--- src/hdl/asq_pkg.sv ---
// asq_pkg: shared types, constants and register codes of the aurora sample
// qualifier and scorer
// no dependencies; imported by every module of the block
package asq_pkg;

    // field widths
    localparam int CNT_W   = 16;
    localparam int CLR_W   = 11;
    localparam int WGT_W   = 9;
    localparam int STAT_W  = 4;
    localparam int SCORE_W = 22;
    localparam int CFG_IDX_W = 3;
    localparam int CFG_W     = 16;
    localparam int PW_W      = 13;

    // default history depth
    localparam int WINDOW_LEN_DEF = 8;

    // fixed-point constants
    localparam logic [WGT_W-1:0]   WEIGHT_ONE = 9'd256;
    localparam logic [CLR_W-1:0]   CLEAR_ONE  = 11'd1024;
    localparam logic [PW_W-1:0]    PW_ONE     = 13'd4096;
    localparam logic [7:0]         LINE_SCALE = 8'd150;
    localparam logic [8:0]         RATIO_INV  = 9'd500;
    localparam logic [SCORE_W-1:0] SCORE_MAX  = 22'h3FFFFF;

    // register reset values
    localparam logic [WGT_W-1:0] RST_LINE_WEIGHT  = 9'd128;
    localparam logic [CNT_W-1:0] RST_SPIKE_MARGIN = 16'd300;
    localparam logic [CNT_W-1:0] RST_HIST_SEED    = 16'd0;
    localparam logic [CNT_W-1:0] RST_FULL_STEP    = 16'd1000;
    localparam logic [CNT_W-1:0] RST_LINE_STEP    = 16'd35;
    localparam logic [CNT_W-1:0] RST_FULL_MAX     = 16'd3000;
    localparam logic [CNT_W-1:0] RST_LINE_MAX     = 16'd50;

    // result status codes, in check order
    typedef enum logic [STAT_W-1:0] {
        ST_SCORED,
        ST_FULL_STEP,
        ST_RATIO,
        ST_FULL_ZERO,
        ST_IR_ZERO,
        ST_DAYTIME,
        ST_SPIKE,
        ST_FULL_MAX,
        ST_LINE_STEP,
        ST_LINE_MAX
    } t_status;

    // register indexes
    typedef enum logic [CFG_IDX_W-1:0] {
        CFG_LINE_WEIGHT,
        CFG_SPIKE_MARGIN,
        CFG_HIST_SEED,
        CFG_FULL_STEP,
        CFG_LINE_STEP,
        CFG_FULL_MAX,
        CFG_LINE_MAX
    } t_cfg_idx;

    // qualifier settings seen by the front end
    typedef struct packed {
        logic [WGT_W-1:0] line_weight;
        logic [CNT_W-1:0] spike_margin;
        logic [CNT_W-1:0] full_step_limit;
        logic [CNT_W-1:0] line_step_limit;
        logic [CNT_W-1:0] full_max;
        logic [CNT_W-1:0] line_max;
    } t_cfg;

    // history reseed request
    typedef struct packed {
        logic             we;
        logic [CNT_W-1:0] value;
    } t_seed;

    // classified sample handed to the scorer
    typedef struct packed {
        t_status          status;
        logic [CNT_W-1:0] p;
        logic [WGT_W-1:0] w;
        logic             d_pos;
        logic [CNT_W-1:0] d;
        logic [CLR_W-1:0] clr;
    } t_job;

endpackage

--- src/hdl/asq_front.sv ---
// asq_front: accepts samples, runs the rejection chain and keeps the
// previous counts and the broadband history window
// depends on asq_pkg
module asq_front import asq_pkg::*; #(
    parameter int WINDOW_LEN = WINDOW_LEN_DEF
) (
    input  logic             i_clk,
    input  logic             i_rst_n,
    input  logic             i_valid,
    output logic             o_ready,
    input  logic [CNT_W-1:0] i_ir,
    input  logic [CNT_W-1:0] i_full,
    input  logic [CNT_W-1:0] i_line,
    input  logic [CLR_W-1:0] i_clr,
    input  logic             i_night,
    input  t_cfg             i_cfg,
    input  t_seed            i_seed,
    input  logic             i_q_full,
    output logic             o_push,
    output t_job             o_job
);

    localparam int SW  = CNT_W + $clog2(WINDOW_LEN);
    localparam int NW  = SW + 1;
    localparam int DL  = $clog2(2 * WINDOW_LEN);
    localparam int SH  = NW + DL;
    localparam int MW  = NW + 1;
    localparam int PRW = NW + MW;
    // rounded-up reciprocal of twice the window length, exact for NW-bit numerators
    localparam logic [MW-1:0] RECIP =
        MW'(((64'd1 << SH) + 64'(2 * WINDOW_LEN) - 64'd1) / 64'(2 * WINDOW_LEN));

    typedef enum logic [1:0] {F_IDLE, F_EVAL, F_DIV, F_PUSH} t_fstate;

    t_fstate r_state;
    logic [CNT_W-1:0] r_ir, r_full, r_line;
    logic [CLR_W-1:0] r_clr;
    logic             r_night;
    logic [CNT_W-1:0] r_prev_full, r_prev_line;
    logic             r_first;
    logic [CNT_W-1:0] r_win [WINDOW_LEN];
    logic [SW-1:0]    r_sum;
    logic [NW-1:0]    r_div_num;
    t_job             r_job;

    logic [CNT_W-1:0] w_pb, w_pl, w_dfull, w_dline;
    logic [24:0]      w_line500;
    logic [NW-1:0]    w_lhs, w_rhs, w_num;
    logic             w_spike;
    logic [17:0]      w_d;
    t_status          w_status;
    logic             w_reach;
    logic [PRW-1:0]   w_mprod;
    logic [CNT_W-1:0] w_mean;
    logic             w_shift;
    logic [CNT_W-1:0] w_entry;

    assign o_ready = (r_state == F_IDLE);
    assign o_push  = (r_state == F_PUSH) && !i_q_full;
    assign o_job   = r_job;

    // step and ratio terms
    assign w_pb      = r_first ? r_full : r_prev_full;
    assign w_pl      = r_first ? r_line : r_prev_line;
    assign w_dfull   = (r_full > w_pb) ? r_full - w_pb : w_pb - r_full;
    assign w_dline   = (r_line > w_pl) ? r_line - w_pl : w_pl - r_line;
    assign w_line500 = 25'(r_line) * 25'(RATIO_INV);

    // spike compare against the window mean
    assign w_lhs   = NW'(r_full) * NW'(WINDOW_LEN);
    assign w_rhs   = NW'(r_sum) + NW'(i_cfg.spike_margin) * NW'(WINDOW_LEN);
    assign w_spike = w_lhs > w_rhs;
    assign w_num   = NW'(r_sum) + w_lhs;

    assign w_d = {2'b00, r_full} - {1'b0, r_ir, 1'b0};

    // rejection chain
    always_comb begin
        w_reach = 1'b0;
        if (w_dfull > i_cfg.full_step_limit) begin
            w_status = ST_FULL_STEP;
        end else if (r_full != '0 && w_line500 < 25'(r_full)) begin
            w_status = ST_RATIO;
        end else if (r_full == '0) begin
            w_status = ST_FULL_ZERO;
        end else if (r_ir == '0) begin
            w_status = ST_IR_ZERO;
        end else if (!r_night) begin
            w_status = ST_DAYTIME;
        end else begin
            w_reach = 1'b1;
            if (w_spike) begin
                w_status = ST_SPIKE;
            end else if (r_full > i_cfg.full_max) begin
                w_status = ST_FULL_MAX;
            end else if (w_dline > i_cfg.line_step_limit) begin
                w_status = ST_LINE_STEP;
            end else if (r_line > i_cfg.line_max) begin
                w_status = ST_LINE_MAX;
            end else begin
                w_status = ST_SCORED;
            end
        end
    end

    // spike entry: floored mean of window mean and sample by reciprocal multiply
    assign w_mprod = PRW'(r_div_num) * PRW'(RECIP);
    assign w_mean  = w_mprod[SH +: CNT_W];

    assign w_shift = ((r_state == F_EVAL) && w_reach && !w_spike)
                   || (r_state == F_DIV);
    assign w_entry = (r_state == F_EVAL) ? r_full : w_mean;

    // sequencer, sample and previous-count registers
    always_ff @(posedge i_clk) begin
        if (!i_rst_n) begin
            r_state     <= F_IDLE;
            r_prev_full <= '0;
            r_prev_line <= '0;
            r_first     <= 1'b1;
        end else begin
            case (r_state)
                F_IDLE: begin
                    if (i_valid) begin
                        r_ir    <= i_ir;
                        r_full  <= i_full;
                        r_line  <= i_line;
                        r_clr   <= i_clr;
                        r_night <= i_night;
                        r_state <= F_EVAL;
                    end
                end
                F_EVAL: begin
                    r_job.status <= w_status;
                    r_job.p      <= w_pl;
                    r_job.w      <= (i_cfg.line_weight > WEIGHT_ONE) ? WEIGHT_ONE
                                                                     : i_cfg.line_weight;
                    r_job.d_pos  <= !w_d[17] && (w_d != '0);
                    r_job.d      <= w_d[CNT_W-1:0];
                    r_job.clr    <= (r_clr > CLEAR_ONE) ? CLEAR_ONE : r_clr;
                    r_prev_full  <= r_full;
                    r_prev_line  <= r_line;
                    r_first      <= 1'b0;
                    r_div_num    <= w_num;
                    r_state      <= (w_reach && w_spike) ? F_DIV : F_PUSH;
                end
                F_DIV: begin
                    r_state <= F_PUSH;
                end
                F_PUSH: begin
                    if (!i_q_full) begin
                        r_state <= F_IDLE;
                    end
                end
                default: r_state <= F_IDLE;
            endcase
        end
    end

    // history window and running sum
    always_ff @(posedge i_clk) begin
        if (!i_rst_n) begin
            for (int i = 0; i < WINDOW_LEN; i++) begin
                r_win[i] <= RST_HIST_SEED;
            end
            r_sum <= SW'(RST_HIST_SEED) * SW'(WINDOW_LEN);
        end else if (i_seed.we) begin
            for (int i = 0; i < WINDOW_LEN; i++) begin
                r_win[i] <= i_seed.value;
            end
            r_sum <= SW'(i_seed.value) * SW'(WINDOW_LEN);
        end else if (w_shift) begin
            for (int i = 0; i < WINDOW_LEN - 1; i++) begin
                r_win[i] <= r_win[i+1];
            end
            r_win[WINDOW_LEN-1] <= w_entry;
            r_sum <= r_sum - SW'(r_win[0]) + SW'(w_entry);
        end
    end

endmodule

--- src/hdl/asq_fifo.sv ---
// asq_fifo: two-entry queue of classified samples between front and scorer
// depends on asq_pkg
module asq_fifo import asq_pkg::*; (
    input  logic i_clk,
    input  logic i_rst_n,
    input  logic i_push,
    input  t_job i_job,
    input  logic i_pop,
    output t_job o_job,
    output logic o_full,
    output logic o_empty
);

    t_job       r_mem [2];
    logic       r_wptr, r_rptr;
    logic [1:0] r_count;

    assign o_job   = r_mem[r_rptr];
    assign o_full  = (r_count == 2'd2);
    assign o_empty = (r_count == 2'd0);

    // storage
    always_ff @(posedge i_clk) begin
        if (i_push) begin
            r_mem[r_wptr] <= i_job;
        end
    end

    // pointers and fill level
    always_ff @(posedge i_clk) begin
        if (!i_rst_n) begin
            r_wptr  <= 1'b0;
            r_rptr  <= 1'b0;
            r_count <= '0;
        end else begin
            if (i_push) begin
                r_wptr <= ~r_wptr;
            end
            if (i_pop) begin
                r_rptr <= ~r_rptr;
            end
            case ({i_push, i_pop})
                2'b10:   r_count <= r_count + 2'd1;
                2'b01:   r_count <= r_count - 2'd1;
                default: r_count <= r_count;
            endcase
        end
    end

endmodule

--- src/hdl/asq_back.sv ---
// asq_back: scorer; numerator products, clear-sky power search and final
// scaling share one multiplier, beside a divider and the output register
// depends on asq_pkg
module asq_back import asq_pkg::*; (
    input  logic               i_clk,
    input  logic               i_rst_n,
    input  t_job               i_job,
    input  logic               i_empty,
    output logic               o_pop,
    output logic               o_valid,
    input  logic               i_ready,
    output logic [STAT_W-1:0]  o_status,
    output logic [SCORE_W-1:0] o_score
);

    typedef enum logic [3:0] {
        B_IDLE, B_NUM0, B_NUM1, B_A, B_DIV, B_CPOW, B_SQ0, B_SQ, B_CMP, B_FIN, B_OUT
    } t_bstate;

    t_bstate            r_state;
    t_job               r_job;
    logic [31:0]        r_num;
    logic [CNT_W-1:0]   r_rem;
    logic [24:0]        r_a;
    logic [60:0]        r_c6;
    logic [63:0]        r_pow;
    logic [PW_W-1:0]    r_pw;
    logic [3:0]         r_bit;
    logic [4:0]         r_cnt;
    logic [SCORE_W-1:0] r_res;
    logic               r_valid;
    logic [STAT_W-1:0]  r_status;
    logic [SCORE_W-1:0] r_score;

    logic [50:0]     w_ma;
    logic [12:0]     w_mb;
    logic [63:0]     w_prod;
    logic [PW_W-1:0] w_cand;
    logic [16:0]     w_trial;
    logic            w_ge;
    logic            w_load;

    assign o_pop    = (r_state == B_IDLE) && !i_empty;
    assign o_valid  = r_valid;
    assign o_status = r_status;
    assign o_score  = r_score;

    assign w_cand  = r_pw | (PW_W'(1) << r_bit);
    assign w_trial = {r_rem, r_num[31]};
    assign w_ge    = w_trial >= {1'b0, r_job.d};
    assign w_load  = (r_state == B_OUT) && (!r_valid || i_ready);

    // shared multiplier operand select
    always_comb begin
        case (r_state)
            B_NUM0: begin
                w_ma = 51'(r_job.p);
                w_mb = 13'(WEIGHT_ONE - r_job.w);
            end
            B_NUM1: begin
                w_ma = 51'(r_num);
                w_mb = 13'(LINE_SCALE);
            end
            B_A: begin
                w_ma = 51'(r_job.p);
                w_mb = 13'(r_job.w);
            end
            B_CPOW: begin
                w_ma = r_c6[50:0];
                w_mb = 13'(r_job.clr);
            end
            B_SQ: begin
                w_ma = r_pow[50:0];
                w_mb = w_cand;
            end
            B_FIN: begin
                w_ma = 51'(r_a) + 51'(r_num);
                w_mb = r_pw;
            end
            default: begin
                w_ma = '0;
                w_mb = '0;
            end
        endcase
    end

    assign w_prod = 64'(w_ma) * 64'(w_mb);

    // scoring sequencer and output register
    always_ff @(posedge i_clk) begin
        if (!i_rst_n) begin
            r_state <= B_IDLE;
            r_valid <= 1'b0;
        end else begin
            if (r_valid && i_ready && !w_load) begin
                r_valid <= 1'b0;
            end
            case (r_state)
                B_IDLE: begin
                    if (!i_empty) begin
                        r_job <= i_job;
                        r_res <= '0;
                        r_state <= (i_job.status == ST_SCORED) ? B_NUM0 : B_OUT;
                    end
                end
                B_NUM0: begin
                    r_num   <= w_prod[31:0];
                    r_state <= B_NUM1;
                end
                B_NUM1: begin
                    r_num   <= w_prod[31:0];
                    r_state <= B_A;
                end
                B_A: begin
                    r_a   <= w_prod[24:0];
                    r_rem <= '0;
                    r_cnt <= '0;
                    if (r_job.d_pos) begin
                        r_state <= B_DIV;
                    end else begin
                        r_num   <= '0;
                        r_c6    <= 61'(r_job.clr);
                        r_state <= B_CPOW;
                    end
                end
                B_DIV: begin
                    r_rem <= w_ge ? 16'(w_trial - {1'b0, r_job.d}) : w_trial[15:0];
                    r_num <= {r_num[30:0], w_ge};
                    if (r_cnt == 5'd31) begin
                        r_c6    <= 61'(r_job.clr);
                        r_cnt   <= '0;
                        r_state <= B_CPOW;
                    end else begin
                        r_cnt <= r_cnt + 5'd1;
                    end
                end
                // clear level raised to the sixth power
                B_CPOW: begin
                    r_c6  <= w_prod[60:0];
                    r_cnt <= r_cnt + 5'd1;
                    if (r_cnt == 5'd4) begin
                        r_pw    <= '0;
                        r_bit   <= 4'd12;
                        r_state <= B_SQ0;
                    end
                end
                B_SQ0: begin
                    r_pow   <= 64'(w_cand);
                    r_cnt   <= '0;
                    r_state <= B_SQ;
                end
                // candidate raised to the fifth power
                B_SQ: begin
                    r_pow <= w_prod;
                    r_cnt <= r_cnt + 5'd1;
                    if (r_cnt == 5'd3) begin
                        r_state <= B_CMP;
                    end
                end
                B_CMP: begin
                    if (w_cand <= PW_ONE && r_pow <= 64'(r_c6)) begin
                        r_pw <= w_cand;
                    end
                    if (r_bit == '0) begin
                        r_state <= B_FIN;
                    end else begin
                        r_bit   <= r_bit - 4'd1;
                        r_state <= B_SQ0;
                    end
                end
                B_FIN: begin
                    r_res   <= (w_prod[63:12] > 52'(SCORE_MAX)) ? SCORE_MAX
                                                                : w_prod[SCORE_W+11:12];
                    r_state <= B_OUT;
                end
                B_OUT: begin
                    if (w_load) begin
                        r_status <= r_job.status;
                        r_score  <= r_res;
                        r_valid  <= 1'b1;
                        r_state  <= B_IDLE;
                    end
                end
                default: r_state <= B_IDLE;
            endcase
        end
    end

endmodule

--- src/hdl/aurora_sample_qualifier_scorer_top.sv ---
// aurora_sample_qualifier_scorer_top: register file, qualifier front end,
// job queue and scorer
// depends on asq_pkg, asq_front, asq_fifo, asq_back
//
//  channel   direction  payload
//  s_axis    in         tdata: infrared, broadband, line, clear; tuser: is_night
//  m_axis    out        tdata: score; tuser: status
//  cfg       in         i_cfg_we / i_cfg_idx / i_cfg_data, write only
//
// the front end takes a new sample only when idle and adds a divide state when
// a spike entry goes through the reciprocal multiply; the scorer sends a
// rejected sample straight to the output register and a scored one through
// the 32-step divider (only with a positive denominator) and the 13-step
// clear-sky power search on the shared multiplier; reset is synchronous, active
// low; the queue lets the front keep qualifying while scorer or output stalls
module aurora_sample_qualifier_scorer_top import asq_pkg::*; #(
    parameter int WINDOW_LEN = WINDOW_LEN_DEF
) (
    input  logic                 i_clk,
    input  logic                 i_rst_n,
    input  logic                 s_axis_tvalid,
    output logic                 s_axis_tready,
    // [15:0] infrared_count, [31:16] broadband_count, [47:32] line_count,
    // [58:48] clear_level, [63:59] zero
    input  logic [63:0]          s_axis_tdata,
    // [0] is_night
    input  logic                 s_axis_tuser,
    output logic                 m_axis_tvalid,
    input  logic                 m_axis_tready,
    // [21:0] score, [23:22] zero
    output logic [23:0]          m_axis_tdata,
    // [3:0] status
    output logic [STAT_W-1:0]    m_axis_tuser,
    input  logic                 i_cfg_we,
    input  logic [CFG_IDX_W-1:0] i_cfg_idx,
    input  logic [CFG_W-1:0]     i_cfg_data
);

    t_cfg  r_cfg;
    t_seed w_seed;
    t_job  w_push_job, w_pop_job;
    logic  w_push, w_pop, w_full, w_empty;
    logic [SCORE_W-1:0] w_score;

    // configuration registers
    always_ff @(posedge i_clk) begin
        if (!i_rst_n) begin
            r_cfg.line_weight     <= RST_LINE_WEIGHT;
            r_cfg.spike_margin    <= RST_SPIKE_MARGIN;
            r_cfg.full_step_limit <= RST_FULL_STEP;
            r_cfg.line_step_limit <= RST_LINE_STEP;
            r_cfg.full_max        <= RST_FULL_MAX;
            r_cfg.line_max        <= RST_LINE_MAX;
        end else if (i_cfg_we) begin
            case (t_cfg_idx'(i_cfg_idx))
                CFG_LINE_WEIGHT:  r_cfg.line_weight     <= i_cfg_data[WGT_W-1:0];
                CFG_SPIKE_MARGIN: r_cfg.spike_margin    <= i_cfg_data;
                CFG_FULL_STEP:    r_cfg.full_step_limit <= i_cfg_data;
                CFG_LINE_STEP:    r_cfg.line_step_limit <= i_cfg_data;
                CFG_FULL_MAX:     r_cfg.full_max        <= i_cfg_data;
                CFG_LINE_MAX:     r_cfg.line_max        <= i_cfg_data;
                default:          r_cfg <= r_cfg;
            endcase
        end
    end

    // a history seed write refills the window at once
    assign w_seed.we    = i_cfg_we && (t_cfg_idx'(i_cfg_idx) == CFG_HIST_SEED);
    assign w_seed.value = i_cfg_data;

    asq_front #(
        .WINDOW_LEN (WINDOW_LEN)
    ) u_front (
        .i_clk    (i_clk),
        .i_rst_n  (i_rst_n),
        .i_valid  (s_axis_tvalid),
        .o_ready  (s_axis_tready),
        .i_ir     (s_axis_tdata[15:0]),
        .i_full   (s_axis_tdata[31:16]),
        .i_line   (s_axis_tdata[47:32]),
        .i_clr    (s_axis_tdata[58:48]),
        .i_night  (s_axis_tuser),
        .i_cfg    (r_cfg),
        .i_seed   (w_seed),
        .i_q_full (w_full),
        .o_push   (w_push),
        .o_job    (w_push_job)
    );

    asq_fifo u_fifo (
        .i_clk   (i_clk),
        .i_rst_n (i_rst_n),
        .i_push  (w_push),
        .i_job   (w_push_job),
        .i_pop   (w_pop),
        .o_job   (w_pop_job),
        .o_full  (w_full),
        .o_empty (w_empty)
    );

    asq_back u_back (
        .i_clk    (i_clk),
        .i_rst_n  (i_rst_n),
        .i_job    (w_pop_job),
        .i_empty  (w_empty),
        .o_pop    (w_pop),
        .o_valid  (m_axis_tvalid),
        .i_ready  (m_axis_tready),
        .o_status (m_axis_tuser),
        .o_score  (w_score)
    );

    assign m_axis_tdata = {2'b00, w_score};

    // a rejected sample never carries a score
    a_reject_zero: assert property (@(posedge i_clk) disable iff (!i_rst_n)
        m_axis_tvalid && (m_axis_tuser != ST_SCORED) |-> (m_axis_tdata == '0))
        else $error("rejected sample with nonzero score");

    // the front never pushes into a full queue
    a_no_overflow: assert property (@(posedge i_clk) disable iff (!i_rst_n)
        w_push |-> !w_full)
        else $error("job queue overflow");

    // the scorer only pops a queue that holds a job
    a_no_underflow: assert property (@(posedge i_clk) disable iff (!i_rst_n)
        w_pop |-> !w_empty)
        else $error("job queue underflow");

endmodule

--- config.mk ---
export PLATFORM = sky130hd
export DESIGN_NAME = aurora_sample_qualifier_scorer_top
export DESIGN_NICKNAME = d
export VERILOG_FILES = /design/src/hdl/asq_pkg.sv /design/src/hdl/asq_front.sv /design/src/hdl/asq_fifo.sv /design/src/hdl/asq_back.sv /design/src/hdl/aurora_sample_qualifier_scorer_top.sv
export SDC_FILE = /design/constraint.sdc
export NUM_CORES = 2
export LEC_CHECK = 0
export BUFFER_PORTS_ARGS = -buffer_cell sky130_fd_sc_hd__buf_2
export CORE_MARGIN = 10
export CORE_UTILIZATION = 55
export DETAILED_ROUTE_END_ITERATION = 8
export MAX_ROUTING_LAYER = met4
export PLACE_DENSITY = 0.71
export SLEW_MARGIN = 20
export SYNTH_ARGS = -nofsm -noshare
export SYNTH_HDL_FRONTEND = slang
export SYNTH_SLANG_ARGS = --single-unit
--- constraint.sdc ---
create_clock -name i_clk -period 15 [get_ports i_clk]
set_input_delay 1.5 -clock i_clk [delete_from_list [all_inputs] [get_ports i_clk]]
set_output_delay 1.5 -clock i_clk [all_outputs]
set_load 0.1 [all_outputs]
==> impl_metrics.py <==
metrics = {
    "placement": {
        "dp.cells": 8260,
        "dpl_cell_area_um2": 69800,
        "dp.final_hpwl_mm": 140,
        "place_congestion": 0.988,
        "io_buffers": 111,
    },
    "yosys": {
        "synth_ff_type": "edfxtp_1",
        "synth-edff-count": 700,
        "synth.distinct_cells": 82,
        "netlist_area_um2": 67300,
        "ys_warn_count": 0,
        "synth-seq-cells": 853,
        "synth_seq_area_share_pct": 35.8,
        "syn_avg_cell_area_um2": 10.0,
        "async_flop_share_pct": 0,
        "synthCells": 6705,
    },
    "critical_path": {
        "path_buf_inv": 4,
        "critical_path.slowest_cell": "o41ai_1",
        "cp_data_arrival_time_ns": 12.60,
        "cp.depth": 36,
        "start_kind": "register",
        "path_common_cell": "fa_1",
        "reg2regPathDepth": 36,
        "cpLargestDelayFamily": "compound AO/OA/AOI/OAI gates",
        "cpPeakStageDelay_ns": 0.91,
        "cp-end-kind": "register",
        "crit_fanout": 22,
        "worstSetupPathType": "reg2reg",
        "crit_required_ns": 15.37,
    },
    "sta": {
        "fin_skew_ns": 0.0284,
        "slew_violations": 0,
        "setup_viol": 0,
        "slew_headroom_pct": 15.8,
        "clock.fmax_mhz": 81.8,
        "fin_tns_setup_ns": 0,
        "rsz0062_at_grt": "false",
        "fin_crit_sh_pct": 81.5,
        "finalHoldViolCount": 0,
        "post-route-min-period_ns": 12.23,
        "worst_pin_slew_ns": 1.25,
        "hold_ws_ns": 0.419,
    },
    "clocking": {
        "cts.root.buffer_cell": "clkbuf_16",
        "cts_tree": "yes",
        "cts_max_level": 3,
        "post_cts_buffers": 0,
        "cts.sinks": 853,
        "cts-buffers-inserted": 88,
        "clock_latency_ns": 0.68,
        "hold_buffers": 0,
        "clk_pin_slew_ns": 0.06,
        "clk_path_buf_depth": 3,
        "post_cts_resized": 0,
    },
    "finish": {
        "design_area_um2": 72800,
        "fill_cells": 10200,
        "multi_input_area_um2": 39000,
        "final-instance-count-excl-fill": 8426,
        "drive_gt1_share_pct": 7.50,
        "syn2layout_area_growth_pct": 8.10,
        "seqCellArea_um2": 24100,
        "fin_nets": 7930,
    },
    "global_route": {
        "grt_pass1_vias": 51200,
        "grt_max_degree": 103,
        "antenna_found_initial": 6,
        "overflow": 0,
        "grt_pass1_wl_mm": 291,
        "grt_use_total_pct": 28.0,
    },
    "die": {
        "die-height_um": 370,
        "rows": 128,
        "core_area_um2": 122000,
        "dieArea_um2": 137000,
        "ios": 119,
        "die_w_um": 370,
        "start_util_pct": 55.3,
    },
    "detailed_routing": {
        "post_drt_wl_per_cell_um": 22.1,
        "avgViaCountPerCell": 5.94,
        "routed_wl_mm": 186,
        "vias": 50100,
        "drc": 0,
        "drt_iter0_markers": 4407,
        "ant_nets": 0,
        "drt-pass1-iter-count": 6,
    },
    "pwr": {
        "p_per_area_nw_per_um2": 155,
        "p_leak_nw": 30.9,
        "peakVddDrop_mv": 0.160,
    },
    "status": {
        "status": "finished, final reports clean",
    },
    "flow_run": {
        "maxCapViolCount": 0,
    },
    "min_path": {
        "hp-class": "reg2reg",
        "min_path_cells": 0,
    },
}
[routing by layer]
layer	vias up	routed length, µm	global-route usage, %
li1	22800	-	-
met1	24800	74900	35.2
met2	2017	87800	44.8
met3	448	13700	3.85
met4	0	10100	13.0
met5	-	0	-
[cells in the mapped netlist, types with 45 or more instances]
master      n  area share (%)
a21o_1    172             1.9
a21oi_1   379             2.8
a22o_1    102             1.3
a22oi_1    52            0.58
and2_1     45            0.42
clkbuf_1  236             1.3
dfxtp_1   153             4.5
edfxtp_1  700              31
fa_1      618              18
ha_1      498             9.3
inv_1     924             5.2
mux2_2     67             1.1
mux2i_1    83             1.2
nand2_1   868             4.8
nand3_1    64            0.48
nand4_1    67            0.62
nor2_1    562             3.1
nor2b_1    74            0.69
nor3_1     55            0.41
o21ai_0   194             1.4
xnor2_1   118             1.5
xor2_1     75            0.98
[cells in the final DEF (no fill, tap or decap), types with 102 or more instances in the layout]
cell type / instances
inv_1: 921
nand2_1: 867
edfxtp_1: 700
fa_1: 618
nor2_1: 554
ha_1: 497
a21oi_1: 378
o21ai_0: 192
a21o_1: 172
dfxtp_1: 151
xnor2_1: 117
buf_2: 111
a22o_1: 102
[path summary, 6_finish.rpt]
kind	from	endpoint	slack, ns
max reg2reg	u_back.r_num[8]$_DFFE_PP_	u_back.r_res[18]$_SDFFCE_PN0P_	2.77
min	u_back.r_res[16]$_SDFFCE_PN0P_	u_back.o_score[16]$_DFFE_PP_	0.42
max	u_back.r_num[8]$_DFFE_PP_	u_back.r_res[18]$_SDFFCE_PN0P_	2.77
min reg2reg	u_back.r_res[16]$_SDFFCE_PN0P_	u_back.o_score[16]$_DFFE_PP_	0.42
[area by class of cell]
cell class / count / share of cell area [%]
multi-input combinational: 4654 / 53.6
clock buffer: 110 / 3.23
clock inverter: 51 / 0.812
tap: 1625 / 2.79
antenna: 5 / 0.0172
inverter: 924 / 4.77
sequential: 853 / 33.1
timing repair buffer: 204 / 1.72
[cells by family (layout without fill, tap and decap cells)]
logic type                 after synthesis  in the layout  synth area share, %
buffers and inverters                 1199           1289                 6.73
muxes                                  150            150                 2.35
adders and majority gates             1116           1116                 27.6
and+or+nand+nor                       1884           1884                 12.1
other                                    1              7              0.00557
xor gates and xnor gates               193            193                 2.51
DFF                                    853            853                 35.8
AOI/OAI and AO/OA                     1309           1309                 12.9
[registers in the layout, indices dropped and copies added, names as in the netlist, 19 cells and up, named ones only]
signal and flops:
r_cfg 89, u_back.o_score 22, u_back.r_a 25, u_back.r_c6 61, u_back.r_job 57, u_back.r_num 32, u_back.r_pow 64, u_back.r_res 22
u_fifo.r_mem 114, u_front.o_job 57, u_front.r_sum 19, u_front.r_win 128
[report_power, final]
group	leakage [nW]	switching [mW]	internal (mW)
combinational	21.7	3.55	2.13
clock	1.41	0.966	1.28
sequential	7.78	0.277	3.07
total	30.9	4.79	6.48
[through the flow]
step | power [mW] | worst slack (ns) | utilization (%)
5_1_grt | 12.0 | 2.34 | 59.8
3_3_place_gp | 8.81 | 3.05 | 57.3
2_1_floorplan | 7.39 | 2.61 | -
6_report | 11.3 | 2.77 | 59.8
3_5_place_dp | 8.95 | 2.95 | 57.3
4_1_cts | 11.2 | 2.87 | 59.8
[worst register-to-register path, delay by kind of cell, from the launching register on]
| kind | cells | cell delay (ns) |
|---|---|---|
| compound gates | 12 | 4.05 |
| xor+xnor | 2 | 0.61 |
| fa+ha+maj | 7 | 3.42 |
| buf+inv | 4 | 0.38 |
| flops | 1 | 0.44 |
| simple gates | 11 | 3.02 |
Note: power is estimated with default switching activity, not from simulation.
